**config.mk**
```make
export PLATFORM = sky130hd
export DESIGN_NAME = ipv4_text_to_address_core
export DESIGN_NICKNAME = d
export VERILOG_FILES = /design/src/ipv4p_pkg.sv /design/src/ipv4p_in_reg.sv /design/src/ipv4p_parser.sv /design/src/ipv4p_out_reg.sv /design/src/ipv4_text_to_address_core.sv
export SDC_FILE = /design/constraint.sdc
export NUM_CORES = 1
export LEC_CHECK = 0
export BUFFER_PORTS_ARGS = -buffer_cell sky130_fd_sc_hd__buf_4
export CORE_UTILIZATION = 39
export DETAILED_ROUTE_END_ITERATION = 10
export GPL_TIMING_DRIVEN = 0
export PLACE_DENSITY_LB_ADDON = 0.08
export SLEW_MARGIN = 20
export SYNTH_ARGS = -nofsm -noshare
export SYNTH_HDL_FRONTEND = slang
export SYNTH_SLANG_ARGS = --single-unit
```
**constraint.sdc**
```tcl
create_clock -name aclk -period 3.1 [get_ports aclk]
set_input_delay 0.62 -clock aclk [delete_from_list [all_inputs] [get_ports aclk]]
set_output_delay 0.62 -clock aclk [all_outputs]
set_load 0.02 [all_outputs]
```
**src/ipv4p_pkg.sv**
```systemverilog
// ============================================================================
// ipv4p_pkg
// Shared types and constants for the dotted-decimal IPv4 text parser.
// ============================================================================
package ipv4p_pkg;

    // Shortest text, in characters, that is rejected: any text of this
    // length or longer gives an invalid result.
    localparam logic [4:0] MAX_TEXT_BYTES = 5'd16;

    // Field value limits (the magnitude saturates one above the largest byte).
    localparam logic [8:0] FIELD_MAX   = 9'd255;
    localparam logic [8:0] FIELD_SAT   = 9'd256;
    localparam logic [2:0] FIELD_COUNT = 3'd4;
    localparam logic [4:0] LENGTH_SAT  = 5'd31;

    // Characters that the parser recognizes.
    localparam logic [7:0] CHAR_DOT   = 8'h2E;
    localparam logic [7:0] CHAR_MINUS = 8'h2D;
    localparam logic [7:0] CHAR_ZERO  = 8'h30;
    localparam logic [7:0] CHAR_NINE  = 8'h39;

    // One input item: a character or a terminator.
    typedef struct packed {
        logic       end_of_text;
        logic [7:0] text_char;
    } item_t;

    // One result item.
    typedef struct packed {
        logic        addr_valid;
        logic [31:0] address;
    } result_t;

endpackage

```
**src/ipv4p_in_reg.sv**
```systemverilog
// ============================================================================
// ipv4p_in_reg
// Input register: holds one accepted request until the parser consumes it.
// ============================================================================
module ipv4p_in_reg (
    input  logic                 aclk,
    input  logic                 aresetn,
    input  logic                 s_tvalid,
    output logic                 s_tready,
    input  ipv4p_pkg::item_t     s_item,
    input  logic                 consume,
    output logic                 item_valid,
    output ipv4p_pkg::item_t     item
);

    logic             valid_reg;
    logic             valid_next;
    ipv4p_pkg::item_t item_reg;

    // The register takes a new request when it is empty or drains this cycle.
    assign s_tready = !valid_reg || consume;

    always_comb begin
        valid_next = valid_reg;
        if (s_tready) begin
            valid_next = s_tvalid;
        end
    end

    always_ff @(posedge aclk) begin
        if (!aresetn) begin
            valid_reg <= 1'b0;
        end else begin
            valid_reg <= valid_next;
        end
    end

    // Payload needs no reset.
    always_ff @(posedge aclk) begin
        if (s_tready && s_tvalid) begin
            item_reg <= s_item;
        end
    end

    assign item_valid = valid_reg;
    assign item       = item_reg;

endmodule

```
**src/ipv4p_parser.sv**
```systemverilog
// ============================================================================
// ipv4p_parser
// Per-character parse state and its update for each consumed item; a terminator closes
// the text and produces the result.
// ============================================================================
module ipv4p_parser (
    input  logic                 aclk,
    input  logic                 aresetn,
    input  logic                 step,
    input  ipv4p_pkg::item_t     item,
    output ipv4p_pkg::result_t   result
);

    logic [8:0]  val_reg,      val_next;
    logic        minus_reg,    minus_next;
    logic        nonempty_reg, nonempty_next;
    logic [2:0]  done_reg,     done_next;
    logic        err_reg,      err_next;
    logic [31:0] shift_reg,    shift_next;
    logic [4:0]  len_reg,      len_next;

    logic        close_err;
    logic [2:0]  close_done;
    logic [31:0] close_shift;
    logic        fin_err;
    logic [2:0]  fin_done;
    logic [31:0] fin_shift;
    logic        fin_ok;
    logic        is_digit;
    logic [11:0] times_ten;

    // Effect of closing the current field.
    always_comb begin
        close_err = err_reg || (val_reg > ipv4p_pkg::FIELD_MAX)
                    || (minus_reg && (val_reg != 9'd0))
                    || (done_reg >= ipv4p_pkg::FIELD_COUNT);
        if (done_reg >= ipv4p_pkg::FIELD_COUNT) begin
            close_done  = done_reg;
            close_shift = shift_reg;
        end else begin
            close_done  = done_reg + 3'd1;
            close_shift = {shift_reg[23:0], val_reg[7:0]};
        end
    end

    // Shift-and-add multiply by ten plus the new digit.
    assign is_digit  = (item.text_char >= ipv4p_pkg::CHAR_ZERO)
                       && (item.text_char <= ipv4p_pkg::CHAR_NINE);
    assign times_ten = {val_reg, 3'b000} + {2'b00, val_reg, 1'b0}
                       + {8'd0, item.text_char[3:0]};

    // A trailing non-empty field is closed by the terminator.
    always_comb begin
        if (nonempty_reg) begin
            fin_err   = close_err;
            fin_done  = close_done;
            fin_shift = close_shift;
        end else begin
            fin_err   = err_reg;
            fin_done  = done_reg;
            fin_shift = shift_reg;
        end
        fin_ok = !fin_err && (fin_done == ipv4p_pkg::FIELD_COUNT)
                 && (len_reg < ipv4p_pkg::MAX_TEXT_BYTES);
        result.addr_valid = fin_ok;
        result.address    = fin_ok ? fin_shift : 32'd0;
    end

    // Next state for a character or a terminator.
    always_comb begin
        val_next      = val_reg;
        minus_next    = minus_reg;
        nonempty_next = nonempty_reg;
        done_next     = done_reg;
        err_next      = err_reg;
        shift_next    = shift_reg;
        len_next      = len_reg;
        if (step) begin
            if (item.end_of_text) begin
                // Back to the reset state for the next text.
                val_next      = 9'd0;
                minus_next    = 1'b0;
                nonempty_next = 1'b0;
                done_next     = 3'd0;
                err_next      = 1'b0;
                shift_next    = 32'd0;
                len_next      = 5'd0;
            end else begin
                if (len_reg < ipv4p_pkg::LENGTH_SAT) begin
                    len_next = len_reg + 5'd1;
                end
                if (item.text_char == ipv4p_pkg::CHAR_DOT) begin
                    if (!nonempty_reg) begin
                        err_next = 1'b1;
                    end else begin
                        err_next      = close_err;
                        done_next     = close_done;
                        shift_next    = close_shift;
                        val_next      = 9'd0;
                        minus_next    = 1'b0;
                        nonempty_next = 1'b0;
                    end
                end else if (item.text_char == ipv4p_pkg::CHAR_MINUS) begin
                    // A minus sign is legal only as the first character of a field.
                    err_next      = err_reg || nonempty_reg;
                    minus_next    = 1'b1;
                    nonempty_next = 1'b1;
                end else if (is_digit) begin
                    if (times_ten > {3'd0, ipv4p_pkg::FIELD_SAT}) begin
                        val_next = ipv4p_pkg::FIELD_SAT;
                    end else begin
                        val_next = times_ten[8:0];
                    end
                    nonempty_next = 1'b1;
                end else begin
                    err_next = 1'b1;
                end
            end
        end
    end

    always_ff @(posedge aclk) begin
        if (!aresetn) begin
            val_reg      <= 9'd0;
            minus_reg    <= 1'b0;
            nonempty_reg <= 1'b0;
            done_reg     <= 3'd0;
            err_reg      <= 1'b0;
            shift_reg    <= 32'd0;
            len_reg      <= 5'd0;
        end else begin
            val_reg      <= val_next;
            minus_reg    <= minus_next;
            nonempty_reg <= nonempty_next;
            done_reg     <= done_next;
            err_reg      <= err_next;
            shift_reg    <= shift_next;
            len_reg      <= len_next;
        end
    end

endmodule

```
**src/ipv4p_out_reg.sv**
```systemverilog
// ============================================================================
// ipv4p_out_reg
// Result register on the master side; holds a result until it is taken.
// ============================================================================
module ipv4p_out_reg (
    input  logic                 aclk,
    input  logic                 aresetn,
    input  logic                 load,
    input  ipv4p_pkg::result_t   result,
    output logic                 free,
    output logic                 m_tvalid,
    input  logic                 m_tready,
    output ipv4p_pkg::result_t   m_result
);

    logic               valid_reg;
    logic               valid_next;
    ipv4p_pkg::result_t result_reg;

    // Free when empty or when the held result leaves this cycle.
    assign free = !valid_reg || m_tready;

    always_comb begin
        valid_next = valid_reg;
        if (load) begin
            valid_next = 1'b1;
        end else if (m_tready) begin
            valid_next = 1'b0;
        end
    end

    always_ff @(posedge aclk) begin
        if (!aresetn) begin
            valid_reg <= 1'b0;
        end else begin
            valid_reg <= valid_next;
        end
    end

    always_ff @(posedge aclk) begin
        if (load) begin
            result_reg <= result;
        end
    end

    assign m_tvalid = valid_reg;
    assign m_result = result_reg;

endmodule

```
**src/ipv4_text_to_address_core.sv**
```systemverilog
// ============================================================================
// ipv4_text_to_address_core
// Dotted-decimal IPv4 text parser: one character per request, a terminator
// request yields a valid flag and the 32-bit address.
// ============================================================================
//
//  Channel  Direction  tdata                  tuser
//  s_       in         [7:0] text_char        [0] end_of_text
//  m_       out        [31:0] address         [0] addr_valid
//
//  One request is accepted per cycle while no terminator waits in the input
//  register; a character is held there and updates the parse state when it
//  leaves it. A result is loaded into the result register when its
//  terminator leaves the input register.
//  A terminator waits in the input register while the result register is
//  full; characters pass regardless of m_tready.
//  aresetn clears the parse state and both valid flags.
//
module ipv4_text_to_address_core (
    input  logic        aclk,
    input  logic        aresetn,
    input  logic        s_tvalid,
    output logic        s_tready,
    input  logic [7:0]  s_tdata,   // [7:0] text_char
    input  logic [0:0]  s_tuser,   // [0] end_of_text
    output logic        m_tvalid,
    input  logic        m_tready,
    output logic [31:0] m_tdata,   // [31:0] address
    output logic [0:0]  m_tuser    // [0] addr_valid
);

    ipv4p_pkg::item_t   s_item;
    ipv4p_pkg::item_t   item;
    ipv4p_pkg::result_t result;
    ipv4p_pkg::result_t m_result;
    logic               item_valid;
    logic               out_free;
    logic               consume;

    assign s_item.text_char   = s_tdata;
    assign s_item.end_of_text = s_tuser[0];

    // A terminator needs room in the result register; characters never wait.
    assign consume = item_valid && (!item.end_of_text || out_free);

    ipv4p_in_reg u_in_reg (
        .aclk       (aclk),
        .aresetn    (aresetn),
        .s_tvalid   (s_tvalid),
        .s_tready   (s_tready),
        .s_item     (s_item),
        .consume    (consume),
        .item_valid (item_valid),
        .item       (item)
    );

    ipv4p_parser u_parser (
        .aclk    (aclk),
        .aresetn (aresetn),
        .step    (consume),
        .item    (item),
        .result  (result)
    );

    ipv4p_out_reg u_out_reg (
        .aclk     (aclk),
        .aresetn  (aresetn),
        .load     (consume && item.end_of_text),
        .result   (result),
        .free     (out_free),
        .m_tvalid (m_tvalid),
        .m_tready (m_tready),
        .m_result (m_result)
    );

    assign m_tdata    = m_result.address;
    assign m_tuser[0] = m_result.addr_valid;

endmodule

```
# Word-level counts from Yosys, hierarchy flattened
# Cells that the tools add are included.
# totals
register_bits,96
# classes
reduce_logical,31
eq_ne,6
muxes,32
n_lt_le_gt_ge,7
addsub,4
# op_table
operator,n
$mux 32,4
$mux 9,6
$eq 8x6->1 const B,2
$mux 1,16
$add 12x10->12,1
$add 12x4->12,1
$gt 12x9->1 const B,1
$mux 3,4
$lt 5x5->1 const B,2
$mux 5,2
$gt 9x8->1 const B,1
$reduce_bool 9->1,1
$ge 8x6->1 const B,1
$le 8x6->1 const B,1
$reduce_and 2->1,4
$logic_and 1x1->1,7
$logic_or 1x1->1,7
$ne 3x2->1 const B,2
$reduce_bool 2->1,3
$reduce_bool 3->1,2
$add 5x1->5 const B,1
$logic_not 1->1,4
$ne 4x4->1 const B,1
$reduce_and 4->1,1
other kinds (5),5

# Depth between registers and ports, before layout
# logic_depth
depth_word,8
depth_mapped,10
mapped_depth_nobuf,10

# Modules after synthesis
# A second synthesis with hierarchy kept.
# hier_totals
hier_cells,431
area_unflattened_um2,4670.7
# by_module_without_submodules
module,n_inst,area_per_inst_um2,cells_per_inst,seq_area_each_um2
ipv4p_parser,1,3284.4,377,1041.0
ipv4p_out_reg,1,1039.7,37,1011.0
ipv4p_in_reg,1,327.8,14,290.3
ipv4_text_to_address_core,1,18.8,3,0.0

# Worst setup path before layout
# No wires, ideal clock.
# synth_timing
kind,reg2reg
from,register u_parser.val_reg[0]
to,register u_parser.val_reg[4]
period_less_slack_ns,2.614
n_path_buf,0
arrival_time_ns,2.527
path_slack_ns,0.486
stages_incl_launch_ff,11
t_required_ns,3.013
cell_sequence,dfxtp_1 > inv_1 > fa_1 > inv_1 > ha_1 > a21o_1 > nand4_1 > a21boi_0 > mux2i_1 > nand4_4 > o31ai_1
# synth_between
elab_chain_cells,8
# synth_rtl
item,line_no,source
from (decl),ipv4p_parser.sv:14,"logic [8:0] val_reg, val_next;"
from (signal assigned),ipv4p_parser.sv:132,val_reg <= val_next;
$add 12x10->12 (*),ipv4p_parser.sv:49,"assign times_ten = {val_reg, 3'b000} + {2'b00, val_reg, 1'b0}"
$add 12x4->12 (*),ipv4p_parser.sv:50,"+ {8'd0, item.text_char[3:0]};"
$gt 12x9->1,ipv4p_parser.sv:109,"if (times_ten > {3'd0, ipv4p_pkg::FIELD_SAT}) begin"
$mux 9 (*),ipv4p_parser.sv:109,
$mux 9 (*),ipv4p_parser.sv:108,end else if (is_digit) begin
$mux 9 (*),ipv4p_parser.sv:103,end else if (item.text_char == ipv4p_pkg::CHAR_MINUS) begin
$mux 9 (*),ipv4p_parser.sv:92,if (item.text_char == ipv4p_pkg::CHAR_DOT) begin
$mux 9 (*),ipv4p_parser.sv:79,if (item.end_of_text) begin
# Mark *: on every way between the ends. The rest lies on a longest branch, timed or not. The select of a mux whose other input is x is not followed.
# A chain may end at the register's enable or synchronous reset.

# Final worst setup path
# layout_timing
from,register u_parser.val_reg[0]
to,register u_parser.val_reg[0]
# layout_between
elab_chain_cells,8
# layout_rtl
item,line_no
$add 12x10->12,ipv4p_parser.sv:49
$add 12x4->12,ipv4p_parser.sv:50
$gt 12x9->1,ipv4p_parser.sv:109
$mux 9,ipv4p_parser.sv:109
$mux 9,ipv4p_parser.sv:108
$mux 9,ipv4p_parser.sv:103
$mux 9,ipv4p_parser.sv:92
$mux 9,ipv4p_parser.sv:79
# No other way between the ends. The select of a mux whose other input is x is not followed.

==> results.txt <==
* Count of distinct cell types in the synthesized netlist: 51
* Post-route DRC violation count: 0
- Number of flip-flops in the largest register: 33
- The final hold violation count was 0.
- In this run the worst hold path is classified as in -> reg.
- In the final routing, the length of wire on met1 measures between 4000 and 5000 um.
- Data arrives at the worst endpoint at between 3000 and 4000 ps.
- CTS tree: built
* Worst-margin pin slew: 936 ps
* Non-filler instance count after layout: 645
* Routed WL per cell: 15.0 um
- Half-perimeter wire length after detailed placement: 6770 um
- Leading post-synthesis cells by cell area: sky130_fd_sc_hd__edfxtp_1 28%, sky130_fd_sc_hd__dfxtp_1 24%, sky130_fd_sc_hd__nand2_1 7.1%
- Based on the critical path, the design can be clocked at up to 354 MHz.
- For this run, the register share of the synthesized area comes to 52.3%.
- The critical path goes through inv_1 > fa_1 > inv_1 > ha_1 > a21o_1 > nand4_1 > a21boi_2 > mux2i_2 > nand4_4 > o31ai_1.
* Total clock buffers created by CTS: 9
- The floorplan step set the die height to 109 um.
* GR Util All Layers: ~18%
- Die Width: 109 um
- Initial antenna violation count: 0
- Wire length on met3: roughly 350 um
* RSZ-0062 raised after global routing: no
* TNS Setup: 0 ps
- The commonest cells after synthesis are 85 x sky130_fd_sc_hd__nand2_1, 54 x sky130_fd_sc_hd__dfxtp_1, 45 x sky130_fd_sc_hd__a21oi_1.
- Entering global routing, the biggest net connects 34 pins.
- Hold buffers post-CTS: 0
- In this design, the critical path's most frequently occurring cell is sky130_fd_sc_hd__inv_1.
* Required @ worst endpoint: approximately 3300 ps
- Most frequently used flop master after synthesis: sky130_fd_sc_hd__dfxtp_1
* Power Density: 499 mW/mm^2
- Final weighted congestion in routability-driven placement: around 0.84
* Buffers from clock root to sink, at most: 2
* Diodes inserted: 0
* Library cell occupying the most area in the post-synthesis netlist: sky130_fd_sc_hd__edfxtp_1
* Result of the run: finished clean
- Across the VDD grid, the largest voltage drop is about 0.00024 V.
- Sink Count: 96
- Counting I/O delays and the setup requirement, the final critical path takes 2820 ps.
- The final route contains 3437 vias.
* Setup violators final: 0
* Crit path max-delay cell type: sky130_fd_sc_hd__fa_1
- Synthesis Warnings: 0
- Along the worst path, the maximum fanout reaches 8.
- The worst setup path is launched from a register.
- The worst setup path is captured at a register.
* Placed insts: 628
* Max transition margin: 37.3%
- For this design the top-level I/O count stands at 48.
* Count of state elements after synthesis: 96
- Gate Count Post-Synth: between 400 and 500
- Counting flops with an async set or reset pin after synthesis yields a share of 0%.
- A synthesized cell averages 10.1 um^2.
- Antenna Violating Nets Remaining: 0
- Clock-pin slew was measured on the worst setup and hold paths at 60 ps.
- Final wirelength: 9700 um
- The number of pins with negative max-slew slack in the final report came to 0.
- The routed design uses between 4000 and 5000 um of met2 wire.
- Number of flops mapped to enable cells by yosys: 42
- Die footprint: ~0.012 mm^2
- Starting density of the core: approximately two fifths
- Worst setup path class: reg -> reg
- Post-route clock period utilization: slightly above 90%
- The analysis attributes to cell leakage a power of 0.00202 uW.
- Overflow left after global routing: 0
* First-pass GRT wire length: 15900 um
- Max-cap violation count: 0
- Drt first-iter violations: 149
- Maximum level of the CTS H-tree: 3
- After the last flow step, the layout net total stands at 535.
- Input/output buffers: 47
- Total core area: approximately 0.011 mm^2
* Cell chosen for the clock root: sky130_fd_sc_hd__clkbuf_16
- After floorplanning, the core was divided into 38 placement rows.
* Via count of the first global-routing pass: 3241
- The highest metal layer carrying signal wires in the routed design is met4.
- Post-synthesis net count: 476
- Yosys instantiated no cell more often than sky130_fd_sc_hd__nand2_1.
* First-pass detailed-route iteration total: 5
* Proportion of netlist area held by the largest area contributor: between 20% and 30%
- Setup skew after layout: 9.08 ps
- Clock latency on the worst-skew pair, taken at its later pin, is 340 ps.
* Netlist area before placement: 0.00448 mm^2
* Mean number of vias per cell: 5.33
- Max stage delay on crit path: 550 ps
* Layout overhead on the synthesized area: 19.5%
- In the final layout, the share of cells above drive strength 1 is 18.2%.
## path summary, 6_finish.rpt
check	end	slack (ps)	cells after the start	startpoint
max	u_parser.val_reg[0]	280	10	u_parser.val_reg[0]
min	u_in_reg.item[8]	450	1	s_tuser
max reg2reg	u_parser.val_reg[0]	280	10	u_parser.val_reg[0]
min reg2reg	u_parser.shift_reg[29]	480	1	u_parser.shift_reg[29]
## cells in the final DEF, fill, tap and decap left out, drive strengths merged, types with 8 or more instances in the layout
master | Yosys | routed
dfxtp | 54 | 54
edfxtp | 42 | 42
o31ai | 11 | 11
buf | 13 | 61
clkbuf | 11 | 21
nand2 | 85 | 85
o21ai | 10 | 10
ha | 20 | 20
nand3 | 8 | 8
nor2 | 12 | 12
inv | 16 | 16
a22o | 34 | 34
a21oi | 47 | 47
## what timing repair did
action / CTS / global route
setup endpoints to repair: 1 / 9
gates resized for setup: 1 / 5
buffers inserted: 0 / 1
hold endpoints to repair: 0 / 0
gates cloned: 0 / 0
## metal layers
layer	global-route usage, %	up-vias
met5	0	-
met4	5.60	0
met3	3.23	12
met2	28.6	77
met1	23.6	1625
li1	-	1723
## stage by stage
step	util [%]	hold slack, ps	worst slack (ps)	total power, uW	area [um^2]
after floorplan	-	449	486	1460	4480
after global placement	45.4	462	122	1510	5000
after CTS	48.3	442	15.5	2700	5330
final	48.5	454	278	2670	5350
after global routing	48.5	442	71.3	2760	5350
after detailed placement	45.4	463	52.9	1510	5000
## where the power goes
part | internal, uW | switching (uW) | leakage (uW)
Sequential | 1340 | 10.4 | 0.000824
Clock | 711 | 472 | 0.000153
Combinational | 47.5 | 86.3 | 0.00105
## final cells by class
class                      instances  area [um^2]
fill                            1061         5680
clock buffer                      10          229
multi-input combinational        304         1970
timing repair buffer              48          360
tap                              140          175
sequential                        96         2340
buffer                            24          113
inverter                          17         63.8
clock inverter                     6         93.8
## worst max-delay path, delay by kind of cell (launching register included)
family / cells / cell delay (ps)
adders and majority gates: 2 / 820
AOI/OAI and AO/OA: 3 / 630
and+or+nand+nor: 2 / 410
DFF: 1 / 400
muxes: 1 / 330
buffers and inverters: 2 / 130
## kinds of logic (layout without fill, tap and decap cells)
kind of cell	Yosys count	after routing	synth area share (%)
compound gates	127	127	19.7
xor+xnor	9	9	1.76
fa+ha+maj	22	22	6.49
buf+inv	41	105	3.94
flops	96	96	52.3
mux	1	1	0.224
simple gates	145	145	15.5
Note: power is estimated with default switching activity, not from simulation.
